[config.mk]
export PLATFORM = sky130hd
export DESIGN_NAME = multi_click_gesture_detector_top
export DESIGN_NICKNAME = d
export VERILOG_FILES = /design/src/hdl/mcgd_pkg.sv /design/src/hdl/multi_click_gesture_detector_top.sv /design/src/hdl/mcgd_cfg.sv /design/src/hdl/mcgd_core.sv
export VERILOG_INCLUDE_DIRS = /design/src /design/src/hdl
export SDC_FILE = /design/constraint.sdc
export NUM_CORES = 1
export LEC_CHECK = 0
export ABC_AREA = 1
export BUFFER_PORTS_ARGS = -buffer_cell sky130_fd_sc_hd__buf_2
export CAP_MARGIN = 20
export CORE_ASPECT_RATIO = 1.1
export CORE_UTILIZATION = 51
export CTS_BUF_LIST = sky130_fd_sc_hd__clkbuf_4
export DETAILED_ROUTE_END_ITERATION = 10
export GPL_TIMING_DRIVEN = 1
export PLACE_DENSITY = 0.68
export SYNTH_ARGS = -nofsm -noshare
export SYNTH_HDL_FRONTEND = slang
export SYNTH_SLANG_ARGS = --single-unit
[constraint.sdc]
create_clock -name clk -period 7.2 [get_ports clk]
set_clock_uncertainty 0.1 [all_clocks]
set_input_delay 1.44 -clock clk [delete_from_list [all_inputs] [get_ports clk]]
set_output_delay 1.44 -clock clk [all_outputs]
set_load 0.02 [all_outputs]
[src/hdl/multi_click_gesture_detector_top_defines.svh]
// Assertion macros shared by the multi-click gesture detector.
`ifndef MULTI_CLICK_GESTURE_DETECTOR_TOP_DEFINES_SVH
`define MULTI_CLICK_GESTURE_DETECTOR_TOP_DEFINES_SVH

`ifndef SYNTHESIS
`define MCGD_ASSERT(label, prop) \
    label: assert property (@(posedge clk) disable iff (!rst_n) prop) \
        else $error("multi-click gesture detector check failed");
`define MCGD_ASSERT_NEXT(label, cond, expect_next) \
    label: assert property (@(posedge clk) disable iff (!rst_n) (cond) |=> (expect_next)) \
        else $error("multi-click gesture detector sequencing check failed");
`else
`define MCGD_ASSERT(label, prop)
`define MCGD_ASSERT_NEXT(label, cond, expect_next)
`endif

`endif

[src/hdl/mcgd_pkg.sv]
// Package with the word types, register codes and helper functions of the gesture detector.
`timescale 1ns / 1ps

package mcgd_pkg;

    localparam int SAMPLE_BITS = 12;
    localparam int COUNT_BITS  = 8;

    localparam int FLEX_W   = 12;
    localparam int MS_W     = 16;
    localparam int TIME_W   = 32;
    localparam int SHOWN_W  = 8;
    localparam int CFG_IDX_W = 2;
    localparam int CFG_DATA_W = 16;

    localparam logic [FLEX_W-1:0] SAMPLE_MASK = (SAMPLE_BITS >= FLEX_W) ?
        {FLEX_W{1'b1}} : FLEX_W'((1 << SAMPLE_BITS) - 1);

    localparam logic [COUNT_BITS-1:0] COUNT_MAX = {COUNT_BITS{1'b1}};
    localparam int DOUBLE_CLICKS = 2;
    localparam int QUAD_CLICKS   = 4;

    localparam logic [FLEX_W-1:0] FLEX_THRESHOLD_RESET = 12'd2000;
    localparam logic [MS_W-1:0]   DEBOUNCE_MS_RESET    = 16'd50;
    localparam logic [MS_W-1:0]   WINDOW_MS_RESET      = 16'd600;

    localparam logic [CFG_IDX_W-1:0] REG_FLEX_THRESHOLD = 2'd0;
    localparam logic [CFG_IDX_W-1:0] REG_DEBOUNCE_MS    = 2'd1;
    localparam logic [CFG_IDX_W-1:0] REG_WINDOW_MS      = 2'd2;

    typedef enum logic [1:0] {
        GESTURE_NONE   = 2'd0,
        GESTURE_SINGLE = 2'd1,
        GESTURE_DOUBLE = 2'd2,
        GESTURE_QUAD   = 2'd3
    } gesture_t;

    typedef struct packed {
        logic              button_level;
        logic              ir_level;
        logic [FLEX_W-1:0] flex_sample;
        logic [TIME_W-1:0] now_ms;
    } in_word_t;

    typedef struct packed {
        logic               click_seen;
        logic [SHOWN_W-1:0] click_count;
        gesture_t           gesture;
    } out_word_t;

    typedef struct packed {
        logic [FLEX_W-1:0] flex_threshold;
        logic [MS_W-1:0]   debounce_ms;
        logic [MS_W-1:0]   window_ms;
    } cfg_t;

    function automatic gesture_t classify(input logic [COUNT_BITS-1:0] n);
        gesture_t g;
        if (n == COUNT_BITS'(1)) begin
            g = GESTURE_SINGLE;
        end
        else if (n == COUNT_BITS'(DOUBLE_CLICKS)) begin
            g = GESTURE_DOUBLE;
        end
        else if (n >= COUNT_BITS'(QUAD_CLICKS)) begin
            g = GESTURE_QUAD;
        end
        else begin
            g = GESTURE_NONE;
        end
        return g;
    endfunction

    function automatic logic [SHOWN_W-1:0] show_count(input logic [COUNT_BITS-1:0] n);
        logic [31:0] wide;
        wide = 32'(n);
        return (wide > 32'd255) ? {SHOWN_W{1'b1}} : wide[SHOWN_W-1:0];
    endfunction

endpackage

[src/hdl/multi_click_gesture_detector_top.sv]
// Top level of the multi-click gesture detector: input register, core, result register.
//
//   Channel  Direction  Handshake             Word
//   in       input      in_valid / in_stall   mcgd_pkg::in_word_t
//   out      output     out_valid / out_stall mcgd_pkg::out_word_t
//   cfg      input      cfg_we                cfg_index, cfg_data
//
// One word per cycle enters unless in_stall; results pass the input and result registers.
// The core state and the result register update together in one cycle.
// Reset clears the detector state and loads the register defaults.
// A stall on the output holds the result register and then the input register.
`timescale 1ns / 1ps
`include "multi_click_gesture_detector_top_defines.svh"

module multi_click_gesture_detector_top (
    input  logic                            clk,
    input  logic                            rst_n,
    input  logic                            in_valid,
    output logic                            in_stall,
    input  mcgd_pkg::in_word_t              in_word,
    output logic                            out_valid,
    input  logic                            out_stall,
    output mcgd_pkg::out_word_t             out_word,
    input  logic                            cfg_we,
    input  logic [mcgd_pkg::CFG_IDX_W-1:0]  cfg_index,
    input  logic [mcgd_pkg::CFG_DATA_W-1:0] cfg_data
);
    import mcgd_pkg::*;

    logic      in_valid_reg;
    logic      in_valid_next;
    in_word_t  in_word_reg;
    logic      out_valid_reg;
    logic      out_valid_next;
    out_word_t out_word_reg;
    logic      advance;
    logic      accept;
    cfg_t      cfg;
    out_word_t result;

    assign advance  = in_valid_reg && (!out_valid_reg || !out_stall);
    assign in_stall = in_valid_reg && !advance;
    assign accept   = in_valid && !in_stall;

    always_comb
    begin
        if (accept)
        begin
            in_valid_next = 1'b1;
        end
        else if (advance)
        begin
            in_valid_next = 1'b0;
        end
        else
        begin
            in_valid_next = in_valid_reg;
        end

        if (advance)
        begin
            out_valid_next = 1'b1;
        end
        else if (out_valid_reg && !out_stall)
        begin
            out_valid_next = 1'b0;
        end
        else
        begin
            out_valid_next = out_valid_reg;
        end
    end

    mcgd_cfg u_cfg (
        .clk       (clk),
        .rst_n     (rst_n),
        .cfg_we    (cfg_we),
        .cfg_index (cfg_index),
        .cfg_data  (cfg_data),
        .cfg       (cfg)
    );

    mcgd_core u_core (
        .clk    (clk),
        .rst_n  (rst_n),
        .step   (advance),
        .word   (in_word_reg),
        .cfg    (cfg),
        .result (result)
    );

    always_ff @(posedge clk or negedge rst_n)
    begin
        if (!rst_n)
        begin
            in_valid_reg  <= 1'b0;
            out_valid_reg <= 1'b0;
        end
        else
        begin
            in_valid_reg  <= in_valid_next;
            out_valid_reg <= out_valid_next;
        end
    end

    always_ff @(posedge clk)
    begin
        if (accept)
        begin
            in_word_reg <= in_word;
        end
        if (advance)
        begin
            out_word_reg <= result;
        end
    end

    assign out_valid = out_valid_reg;
    assign out_word  = out_word_reg;

    `MCGD_ASSERT(a_gesture_clears_count,
        out_valid_reg |->
            ((out_word_reg.gesture == GESTURE_NONE) || (out_word_reg.click_count == '0)))
    `MCGD_ASSERT(a_stall_only_when_full,
        in_stall |-> (in_valid_reg && out_valid_reg && out_stall))
    `MCGD_ASSERT_NEXT(a_advance_fills_output, advance, out_valid_reg)

endmodule

[src/hdl/mcgd_cfg.sv]
// Configuration registers of the gesture detector.
`timescale 1ns / 1ps

module mcgd_cfg (
    input  logic                            clk,
    input  logic                            rst_n,
    input  logic                            cfg_we,
    input  logic [mcgd_pkg::CFG_IDX_W-1:0]  cfg_index,
    input  logic [mcgd_pkg::CFG_DATA_W-1:0] cfg_data,
    output mcgd_pkg::cfg_t                  cfg
);
    import mcgd_pkg::*;

    cfg_t cfg_reg;
    cfg_t cfg_next;

    always_comb
    begin
        cfg_next = cfg_reg;
        if (cfg_we)
        begin
            case (cfg_index)
                REG_FLEX_THRESHOLD: cfg_next.flex_threshold = cfg_data[FLEX_W-1:0];
                REG_DEBOUNCE_MS:    cfg_next.debounce_ms    = cfg_data[MS_W-1:0];
                REG_WINDOW_MS:      cfg_next.window_ms      = cfg_data[MS_W-1:0];
                default:            cfg_next = cfg_reg;
            endcase
        end
    end

    always_ff @(posedge clk or negedge rst_n)
    begin
        if (!rst_n)
        begin
            cfg_reg.flex_threshold <= FLEX_THRESHOLD_RESET;
            cfg_reg.debounce_ms    <= DEBOUNCE_MS_RESET;
            cfg_reg.window_ms      <= WINDOW_MS_RESET;
        end
        else
        begin
            cfg_reg <= cfg_next;
        end
    end

    assign cfg = cfg_reg;

endmodule

[src/hdl/mcgd_core.sv]
// Click detection, debounce, counting and gesture classification for one sample word.
`timescale 1ns / 1ps

module mcgd_core (
    input  logic                 clk,
    input  logic                 rst_n,
    input  logic                 step,
    input  mcgd_pkg::in_word_t   word,
    input  mcgd_pkg::cfg_t       cfg,
    output mcgd_pkg::out_word_t  result
);
    import mcgd_pkg::*;

    logic                  button_prev_reg;
    logic                  button_prev_next;
    logic [TIME_W-1:0]     last_click_reg;
    logic [TIME_W-1:0]     last_click_next;
    logic [COUNT_BITS-1:0] clicks_reg;
    logic [COUNT_BITS-1:0] clicks_next;
    logic                  armed_reg;
    logic                  armed_next;

    logic [FLEX_W-1:0]     flex;
    logic [TIME_W-1:0]     elapsed;
    logic                  btn_click;
    logic                  sensor;
    logic                  debounced;
    logic                  sens_click;
    logic                  click;
    logic                  window_hit;
    logic [COUNT_BITS-1:0] clicks_bumped;
    gesture_t              gesture;

    always_comb
    begin
        flex      = word.flex_sample & SAMPLE_MASK;
        elapsed   = word.now_ms - last_click_reg;
        btn_click = button_prev_reg && !word.button_level;
        sensor    = !word.ir_level || (flex > cfg.flex_threshold);
        debounced = elapsed >= TIME_W'(cfg.debounce_ms);

        armed_next = armed_reg;
        sens_click = 1'b0;
        if (sensor)
        begin
            if (!armed_reg && debounced)
            begin
                armed_next = 1'b1;
                sens_click = 1'b1;
            end
        end
        else if (armed_reg && debounced)
        begin
            armed_next = 1'b0;
        end

        click = btn_click || sens_click;

        clicks_bumped   = clicks_reg;
        last_click_next = last_click_reg;
        if (click)
        begin
            if (clicks_reg != COUNT_MAX)
            begin
                clicks_bumped = clicks_reg + COUNT_BITS'(1);
            end
            last_click_next = word.now_ms;
        end

        // A click this tick restarts the window, so only a zero window can close it at once.
        window_hit = click ? (cfg.window_ms == '0) : (elapsed >= TIME_W'(cfg.window_ms));

        gesture     = GESTURE_NONE;
        clicks_next = clicks_bumped;
        if ((clicks_bumped != '0) && window_hit)
        begin
            gesture     = classify(clicks_bumped);
            clicks_next = '0;
        end

        button_prev_next = word.button_level;

        result.click_seen  = click;
        result.click_count = show_count(clicks_next);
        result.gesture     = gesture;
    end

    always_ff @(posedge clk or negedge rst_n)
    begin
        if (!rst_n)
        begin
            button_prev_reg <= 1'b1;
            last_click_reg  <= '0;
            clicks_reg      <= '0;
            armed_reg       <= 1'b0;
        end
        else if (step)
        begin
            button_prev_reg <= button_prev_next;
            last_click_reg  <= last_click_next;
            clicks_reg      <= clicks_next;
            armed_reg       <= armed_next;
        end
    end

endmodule
---- Word level (Yosys, flattened, before mapping) ----
Cells that the tools add are included.
Widths: inputs -> output; s select.
storage, ports and cells
  bits in registers ....................... 145
  input port bits ......................... 69
  output and inout port bits .............. 13
  logic and storage cells ................. 76
operators by class
  add/sub/neg operators ................... 2
  $lt $le $gt $ge ......................... 4
  equality and inequality tests ........... 6
  mux-type cells .......................... 16
  bitwise operators ....................... 1
  reduce and logical (&&, ||, !) cells .... 30
operators by type and width
  cell                 count
  $ge 32x16->1         2
  $sub 32x32->32       1
  $mux 8               3
  $logic_not 16->1     1
  $gt 12x12->1         1
  $mux 1               11
  $add 8x1->8 const B  1
  $eq 8x1->1 const B   1
  $eq 8x2->1 const B   1
  $ge 8x3->1 const B   1
  $logic_and 1x1->1    8
  $ne 8x8->1 const B   1
  $reduce_and 2->1     4
  $reduce_bool 8->1    1
  $logic_not 1->1      7
  $reduce_bool 2->1    3
  $mux 2               2
  $logic_or 1x1->1     3
  $reduce_and 3->1     1
  $eq 2x1->1 const B   1
  $eq 2x2->1 const B   1
  $logic_not 2->1      1
  $ne 2x2->1 const B   1
  $reduce_or 2->1      1
  $not 1->1            1

---- Longest topological paths before layout ----
Gate-level depths: netlist (run 1).
  depth after elaboration ................. 11
  depth in mapped cells ................... 31

---- Cells and area by module ----
A second synthesis (run 1) with hierarchy kept.
second synthesis, totals
  cell total of the unflattened synthesis .. 1256
  area, all modules ....................... 9500.4 um^2
modules (own cells, without submodules)
  module                            times used  cells each  area an instance (um^2)  seq. area each (um^2)
  mcgd_core                         1           990         5803.1                   1052.3
  mcgd_cfg                          1           197         1890.6                   1117.3
  multi_click_gesture_detector_top  1           69          1806.7                   1761.7

---- Worst setup path before layout (run 1) ----
OpenSTA, ideal clock, no wires.
  kind .................................... register to register
  from .................................... register u_core.last_click_reg[0]
  to ...................................... register out_word_reg (netlist bit out_word[0]), data pin
  data arrival time ....................... 3.355 ns
  data required time ...................... 6.848 ns
  slack ................................... 3.493 ns
  stages on the path, launching flop included .. 30
  path buffers ............................ 2
  path through ............................ dfrtp_1 ha_1 fa_1 inv_1 nand3_1 nand3_2 nand2_1 nand2_1 xor2_1 ha_1 nand2_1 nor2_1 a211oi_1 o21ai_0 nand2_1 a21oi_1 nor2_1 nand3_2 nand2_4 nand2_4 buf_6 nand2_1 nand2_1 inv_1 nand2_1 nor2_2 nand2_1 nand2_2 buf_6 nor2_1
RTL lines
  item                    RTL line                                 text
  from (decl)             mcgd_core.sv:16                          logic [TIME_W-1:0] last_click_reg;
  from (signal assigned)  mcgd_core.sv:100                         last_click_reg <= last_click_next;
  to (signal assigned)    multi_click_gesture_detector_top.sv:114  out_word_reg <= result;
  to (decl)               multi_click_gesture_detector_top.sv:35   out_word_t out_word_reg;

==> flow_summary.yaml, run 1 <==
outcome:
  outcome: "finished, final reports clean"
power_and_ir_drop:
  switching_power_mw: 1.65
  power.internal_mw: 1.96
  leakagePower_nw: 5.48
  clockPowerShare_pct: 13.5
  p_per_area_mw_per_mm2: 357
  total_power_mw: 3.61
  switching_share_pct: 45.7
  power_frac_seq_pct: 31.2
  vdd_ir_drop_max_v: 0.000136
  p_comb_share_pct: 55.3
critical_path:
  reg2reg_from: "in_word_reg[6]"
  worstSetupStartpointType: "flop"
  reg2reg_slack_ns: 2.82
  rr_worst_depth: 22
  critPathLaunch: "in_word_reg[6]"
  reg2reg_to: "out_word[9]"
  crit_type: "reg2reg"
  critical_path.max_fanout: 13
  crit_required_ns: 7.52
  end_kind: "flop"
  arrival_ns: 4.71
sta:
  max_freq_mhz: 228
  final_hold_viol_count: 0
  slew-limit-headroom_pct: 31.7
  fin_crit_ns: 4.38
  setup_tns_ns: 0
  tightest_slew_ns: 1.02
  finalCritPeriodShare_pct: 60.9
  report.final.setup_viol: 0
  rsz0062_at_grt: "no"
  worst_hold_slack_ns: 0.398
  slew_viol_final: 0
yosys:
  synth-adder-area-share_pct: 10.6
  synth_compound_area_share_pct: 7.74
  synth_area_per_cell_um2: 7.58
  synth.most_common_cell: "nand2_1"
  synth_mux_area_share_pct: 0.122
  synth-simple-area-share_pct: 26.2
  synth-edff-count: 57
  yosysUniqueCellTypes: 42
  syn-cell-area_mm2: 0.00920
  ys_ff_latch: 145
  synth_top_area_share_pct: 20.1
  synthFlopType: "dfrtp_1"
  yosys_warnings: 0
  async_flop_share_pct: 60.7
  synth_xor_area_share_pct: 1.62
  synthCells: 1214
  syn_nets: 1360
  ys_seq_area_share_pct: 42.7
  synth.top_cells.by_count: "nand2_1, inv_1, nor2_1, ha_1, dfrtp_1"
  synth_area_leaders: "dfrtp_1, edfxtp_1, nand2_1"
  synth_top_family_by_area: "simple AND/OR/NAND/NOR gates"
  yosys.area.top_type: "dfrtp_1"
clocking:
  ctsResizeCount: 0
  cts_root_buffer: "clkbuf_4"
  cts_hold_buf: 0
  clk_latency_ns: 0.57
  cts.path.max_buffers: 2
  cts_setup_buffers: 0
  clkTransAtPathRegs_ns: 0.13
  cts_tree: "built"
  htree_levels: 4
  clkSinkCount: 145
  cts_buffers: 17
drt:
  wl_per_cell_um: 12.7
  first_pass_iters: 5
  ant_nets: 0
  vias: 7459
  drt_iter0_drc: 358
  drc_errors: 0
  viasPerCell: 4.81
  wl_um: 19700
floorplan:
  die-area_mm2: 0.0186
  die_w_um: 130
  initial_utilization_pct: 52.0
  die_y_um: 143
  coreArea_mm2: 0.0177
  row_count: 51
  io_pins: 82
global_routing:
  grt_pass1_wl_um: 33300
  gr-total-overflow: 0
  grt_max_degree: 64
  first_global_vias: 7130
  antenna_found_initial: 1
  grt_usage_pct: 23.2
placed_design:
  detailed_place_hpwl_um: 15600
  portBuffers: 81
  place_congestion: 0.911
cells_and_area:
  fillers: 1745
  area_delta_synth_final_pct: 9.74
  nNetsFinal: 1444
  fin_util_pct: 57.1
  largest_register_ffs: 46
  layout-drive-gt1-share_pct: 12.0
hold_path:
  whs_path_depth: 2
  hp-start: "u_cfg.cfg[14]"
  min_delay_worst_endpoint: "u_cfg.cfg[14]"
  worstHoldPathType: "reg2reg"
job:
  max-cap-violations: 0
==> power groups by stage <==
stage / logic (mW) / clock network, mW / registers [mW]
finish: 2.00 / 0.487 / 1.12
global route: 2.33 / 0.541 / 1.14
CTS: 2.01 / 0.507 / 1.13
detailed placement: 1.99 / 0 / 1.14
global placement: 1.95 / 0 / 1.14
floorplan: 1.53 / 0 / 1.14
==> final cells by class <==
cell class                 count  area (um^2)  share of cell area, %
clock buffer                  19          143                   1.41
timing repair buffer          84          434                   4.30
antenna                        1         2.50                 0.0248
tap                          238          298                   2.95
inverter                     245          920                   9.11
clock inverter                13          113                   1.12
sequential                   145         3930                   38.9
multi-input combinational    805         4260                   42.1
==> worst max-delay path, stage by stage (launching register included) <==
cell and delay (ns):
edfxtp_1 0.42, ha_1 0.41, nand2_1 0.12, nor2_1 0.20, nand3_1 0.12, nand3b_1 0.20
xor2_1 0.34, ha_1 0.31, a21oi_1 0.15, nor3_1 0.06, a211oi_1 0.17, a21oi_1 0.10
nor2_1 0.15, nand3_2 0.14, nand2_4 0.13, nand2_4 0.12, o21ai_1 0.23, nand2_1 0.10
nor2_2 0.12, nand2_1 0.07, nand2_2 0.18, inv_1 0.16, nor2_1 0.13
==> stage by stage <==
step,instances,setup slack [ns],area [um^2]
after floorplan,1214,3.49,9200
after global placement,1516,2.87,9830
after detailed placement,1516,2.87,9830
after CTS,1548,2.78,10100
after global routing,1550,2.33,10100
final,1550,2.82,10100
==> cell families after synthesis <==
logic type | count (synthesis)
buffers and inverters | 264
AO/OA/AOI/OAI | 133
AND/OR/NAND/NOR | 577
multiplexers | 1
XOR/XNOR | 17
adder cells (fa/ha/maj) | 77
flip-flops | 145
==> cells in the final DEF (no fill, tap or decap), drive strengths merged, types with 2 or more instances in the layout <==
master    n
xor2     14
nand3    54
inv     247
buf      84
nand4    18
o21ai    55
nand2   373
a21o      3
a211oi    5
nor3     10
a21oi    62
o211ai    2
nor2    111
nand3b    5
dfrtp    74
dfstp    14
edfxtp   57
clkinv    9
or2       3
ha       76
xnor2     3
o21bai    2
clkbuf   19
==> worst max-delay path by stage <==
stage	end	slack, ns	cells after the start
5_1_grt	out_word[9]	2.33	24
3_5_place_dp	u_core.last_click_reg[31]	2.87	19
6_report	out_word[9]	2.82	22
2_1_floorplan	out_word[0]	3.49	29
3_3_place_gp	u_core.last_click_reg[31]	2.87	19
4_1_cts	u_core.last_click_reg[31]	2.78	18
==> metal layers <==
metal | up-vias | global-route usage (%) | part of all wire, % | routed length [um]
met5 | - | 0 | 0 | 0
met2 | 136 | 39.1 | 47 | 9280
met1 | 3315 | 29.5 | 47 | 9270
met3 | 35 | 3.86 | 3.1 | 609
li1 | 3973 | - | - | -
met4 | 0 | 9.36 | 2.7 | 527
(Power assumes the default switching activity.)
==> run 2: changes to the inputs <==
==> constraint.sdc (replaced) <==
create_clock -name clk -period 4.1 [get_ports clk]
set_clock_uncertainty 0.1 [all_clocks]
set_input_delay 0.82 -clock clk [delete_from_list [all_inputs] [get_ports clk]]
set_output_delay 0.82 -clock clk [all_outputs]
set_load 0.02 [all_outputs]
==> run 2 against run 1 <==
- sequential cell count unchanged
- die area unchanged
- critical path depth up 6
- sequential power up 77%
- cell area up 4.1%
- combinational power up 97%
- routed wire length up 1.6%
- clock power up 92%
- largest power group unchanged
==> flow_summary.yaml, run 2 (synthesized netlist as in run 1, its figures left out) <==
sta:
  max_freq_mhz: 256
  setup_tns_ns: 0
  fin_crit_ns: 3.91
  finalCritPeriodShare_pct: 95.5
  final_hold_viol_count: 0
  tightest_slew_ns: 1.03
  slew_viol_final: 0
  slew-limit-headroom_pct: 31.1
  setup_ws_ns: 0.186
  report.final.setup_viol: 0
critical_path:
  max_stage_delay_ns: 0.41
  crit_type: "reg2reg"
  reg2reg_slack_ns: 0.19
  rr_worst_depth: 28
  end_kind: "flop"
  arrival_ns: 4.33
  worstSetupStartpointType: "flop"
  critPathLaunch: "u_core.last_click_reg[0]"
  crit_slowest_cell: "dfrtp_1"
  crit_required_ns: 4.52
  critical_path.max_fanout: 5
  reg2reg_to: "u_core.clicks_reg[1]"
  cp-endpoint: "u_core.clicks_reg[1]"
  reg2reg_from: "u_core.last_click_reg[0]"
  cp_common_cell: "nand2_1"
global_routing:
  grt_max_degree: 63
  antenna_found_initial: 1
  grt_usage_pct: 22.5
  grt_pass1_wl_um: 32200
  gr-total-overflow: 0
  first_global_vias: 6897
floorplan:
  coreArea_mm2: 0.0177
  die-area_mm2: 0.0186
  die_w_um: 130
  initial_utilization_pct: 52.0
  io_pins: 82
  die_y_um: 143
  row_count: 51
cells_and_area:
  layout_commonest_cell: "nand2_1"
  largest_register_ffs: 46
  layout-drive-gt1-share_pct: 15.8
  nNetsFinal: 1461
  area_delta_synth_final_pct: 14.3
  layout_common_cells: "nand2_1, inv_1, nor2_1, buf_2, dfrtp_1"
clocking:
  clkSinkCount: 145
  cts_tree: "built"
  cts_buffers: 17
  clk_latency_ns: 0.58
  cts_root_buffer: "clkbuf_4"
  htree_levels: 4
  cts_hold_buf: 0
  clkTransAtPathRegs_ns: 0.13
  cts.path.max_buffers: 2
placed_design:
  place_ws_ns: 0.0373
  portBuffers: 81
  detailed_place_hpwl_um: 15300
  place_congestion: 0.889
hold_path:
  worstHoldPathType: "in2async"
drt:
  drc_errors: 0
  vias: 7594
  viasPerCell: 4.85
  drt_iter0_drc: 421
  wl_per_cell_um: 12.8
  first_pass_iters: 5
  wl_um: 20000
  ant_nets: 0
power_and_ir_drop:
  total_power_mw: 6.84
  leakagePower_nw: 5.59
  p_per_area_mw_per_mm2: 651
  vdd_ir_drop_max_v: 0.000267
outcome:
  outcome: "finished, final reports clean"
job:
  max-cap-violations: 0
-- run 2: worst min path at each step --
stage                             from                        to  cells past startpoint
final                            rst_n  u_core.last_click_reg[8]                      1
after global routing       in_word[36]           in_word_reg[36]                      1
after floorplan           in_valid_reg                 out_valid                      2
after CTS                        rst_n  u_core.last_click_reg[8]                      1
after detailed placement  in_valid_reg                 out_valid                      2
after global placement    in_valid_reg                 out_valid                      2
-- run 2: power by group --
group / total (mW) / internal (mW) / switching (mW)
clock: 0.933 / 0.384 / 0.549
sequential: 1.98 / 1.84 / 0.135
combinational: 3.93 / 1.54 / 2.39
-- run 2: area by class of cell --
type / count / area, um^2
tap: 238 / 298
sequential: 145 / 3930
timing repair buffer: 101 / 586
antenna: 1 / 2.50
multi-input combinational: 805 / 4490
clock buffer: 20 / 150
inverter: 245 / 922
fill: 1664 / 7160
clock inverter: 12 / 135
-- run 2: what timing repair did --
action,4_1_cts,5_1_grt
setup endpoints to repair,0,44
endpoints found under the hold margin,0,0
gates resized for setup,0,48
setup buffers,0,10
-- run 2: worst max-delay path: cells and delay by family, from the launching register on --
family,cells,cell delay (ns)
AO/OA/AOI/OAI,3,0.38
XOR/XNOR,1,0.15
adder cells (fa/ha/maj),3,0.79
buffers and inverters,3,0.34
flip-flops,1,0.41
AND/OR/NAND/NOR,18,1.64
-- run 2: per-layer routing --
layer	vias to the layer above	global-route usage [%]	wire length (um)
met3	22	3.45	577
li1	4009	-	-
met5	-	0	0
met2	133	38.9	9660
met1	3430	28.7	9500
met4	0	6.55	264
-- run 2: through the flow --
stage          instance area (um^2)  std cells  hold WS [ns]  utilization, %
2_1_floorplan                  9200       1214         0.348               -
6_report                      10500       1567         0.223            59.5
3_5_place_dp                   9890       1523         0.374            56.0
5_1_grt                       10500       1567         0.273            59.5
3_3_place_gp                   9890       1523         0.354            56.0
4_1_cts                       10200       1555         0.242            57.6
==> run 3: changes to the inputs <==
--- a/config.mk
+++ b/config.mk
@@ -10,6 +10,7 @@
 export BUFFER_PORTS_ARGS = -buffer_cell sky130_fd_sc_hd__buf_2
 export CAP_MARGIN = 20
 export CORE_ASPECT_RATIO = 1.1
+export CORE_MARGIN = 5
 export CORE_UTILIZATION = 51
 export CTS_BUF_LIST = sky130_fd_sc_hd__clkbuf_4
 export DETAILED_ROUTE_END_ITERATION = 10
==> run 3 against run 2 <==
- sequential power hardly changed
- critical endpoint is now u_core.clicks_reg[5]
- critical path type unchanged
- via count is 2.1% higher
- worst setup slack worse by 0.025 ns
- clock power is 7.6% lower
- sequential cell count stayed put
- routed wire length is 3.9% higher
==> flow_summary.yaml, run 3 (synthesized netlist as in run 1, its figures left out) <==
global_routing:
  use_met3_pct: 4.36
  grt_util_met1_pct: 26.3
  met2_usage_pct: 34.7
  gr-total-overflow: 0
  grt_max_degree: 69
  gr-max-usage-layer: "met2"
  grt_pass1_wl_um: 34600
  first_global_vias: 7453
  antenna_found_initial: 1
  grt_usage_pct: 20.3
floorplan:
  die_w_um: 138
  row_count: 51
  initial_utilization_pct: 51.9
  coreArea_mm2: 0.0177
  die-area_mm2: 0.0208
  io_pins: 82
  die_y_um: 151
critical_path:
  max_stage_delay_ns: 0.40
  crit_slowest_cell: "dfrtp_1"
  arrival_ns: 4.30
  crit_chain: "ha_2 -> fa_2 -> inv_2 -> nand3_2 -> nand3_2 -> nand2_2 -> nand2_2 -> buf_4 -> nand2_1 -> nand2_1 -> xor2_1 -> ha_1 -> nand4_1 -> a21oi_1 -> nor2_1 -> nand3_2 -> nand2_4 -> nand2_4 -> buf_4 -> a21oi_1 -> nand2_4 -> buf_12 -> nand3_1 -> nand2_1"
  crit_type: "reg2reg"
  end_kind: "flop"
  worstSetupStartpointType: "flop"
  crit_required_ns: 4.46
  critical_path.max_fanout: 6
power_and_ir_drop:
  clockPowerShare_pct: 12.6
  power.internal_mw: 3.73
  p_per_area_mw_per_mm2: 646
  p_comb_share_pct: 58.5
  switching_share_pct: 45.5
  switching_power_mw: 3.11
  leakagePower_nw: 5.64
  vdd_ir_drop_max_v: 0.000273
  power_frac_seq_pct: 28.9
cells_and_area:
  largest_register_ffs: 46
  layout-drive-gt1-share_pct: 17.3
  fin_util_pct: 59.8
  layout_commonest_cell: "nand2_1"
  nNetsFinal: 1471
  layout_common_cells: "nand2_1, inv_1, nor2_1, buf_2, dfrtp_1"
  area_delta_synth_final_pct: 15.3
clocking:
  clk_latency_ns: 0.56
  cts_tree: "built"
  cts_hold_buf: 0
  htree_levels: 4
  cts_root_buffer: "clkbuf_4"
  cts_buffers: 17
  cts.path.max_buffers: 2
  clkSinkCount: 145
  clkTransAtPathRegs_ns: 0.12
drt:
  drt_iter0_drc: 558
  viasPerCell: 4.91
  drc_errors: 0
  wl_um: 20800
  wl_per_cell_um: 13.2
  first_pass_iters: 5
  vias: 7750
  ant_nets: 0
outcome:
  outcome: "finished, final reports clean"
placed_design:
  place_congestion: 0.933
  detailed_place_hpwl_um: 16100
  portBuffers: 81
job:
  max-cap-violations: 0
sta:
  tightest_slew_ns: 0.910
  finalCritPeriodShare_pct: 96.1
  slew_viol_final: 0
  fin_crit_ns: 3.94
  final_hold_viol_count: 0
  report.final.setup_viol: 0
  max_freq_mhz: 254
  slew-limit-headroom_pct: 39.2
  worst_hold_slack_ns: 0.260
hold_path:
  worstHoldPathType: "in2async"
run 3: area by class of cell:
cell class / count / area (um^2)
fillers: 1678 / 7130
repair buffers: 110 / 687
diodes: 1 / 2.50
clock inverters: 15 / 138
well taps: 238 / 298
clock buffers: 17 / 128
inverters: 245 / 925
flip-flops and latches: 145 / 3930
multi-input cells: 806 / 4500
run 3: stage by stage:
step | instance area [um^2] | cells | power, mW | setup WS [ns] | TNS [ns]
2_1_floorplan | 9200 | 1214 | 4.70 | 0.393 | 0
3_3_place_gp | 9910 | 1526 | 5.53 | -0.0656 | -0.510
3_5_place_dp | 9910 | 1526 | 5.61 | -0.120 | -0.806
4_1_cts | 10200 | 1558 | 6.51 | 0.0179 | 0
5_1_grt | 10600 | 1577 | 7.55 | -0.0961 | -1.26
6_report | 10600 | 1577 | 6.85 | 0.161 | 0
run 3: worst paths after layout:
kind / start / endpoint / slack (ns) / depth (start not counted)
setup / recovery: u_core.last_click_reg[0] / u_core.clicks_reg[5] / 0.16 / 24
hold / removal: rst_n / u_core.last_click_reg[5] / 0.26 / 1
setup reg to reg: u_core.last_click_reg[0] / u_core.clicks_reg[5] / 0.16 / 24
hold reg to reg: u_cfg.cfg[42] / u_cfg.cfg[42] / 0.40 / 2
max in group asynchronous: rst_n / u_cfg.cfg[40] / 2.85 / 2
min in group clk: in_word[35] / in_word_reg[35] / 0.32 / 1
run 3: repair_timing:
action | in CTS | in global routing
endpoints found under the setup margin | 12 | 44
endpoints found under the hold margin | 0 | 0
pin swaps | 0 | 17
buffers inserted | 0 | 15
cloned | 0 | 1
gates resized for setup | 4 | 56
run 3: metal layers:
layer	up-vias	part of all wire, %
met5	-	0
met4	0	1.6
met3	24	4.2
met2	157	48
met1	3532	46
li1	4037	-
run 3: power by group through the flow:
stage,Sequential [mW],Combinational [mW],Clock (mW)
after floorplan,2.00,2.69,0
after global placement,2.00,3.53,0
after detailed placement,2.01,3.60,0
after CTS,1.98,3.63,0.894
after global routing,2.01,4.58,0.958
final,1.98,4.01,0.862
run 3: worst max-delay path, delay by kind of cell, from the launching register on:
kind            cells  cell delay (ns)
flops               1             0.40
fa+ha+maj           3             0.82
xor+xnor            1             0.22
compound gates      2             0.32
buf+inv             4             0.53
simple gates       14             1.41
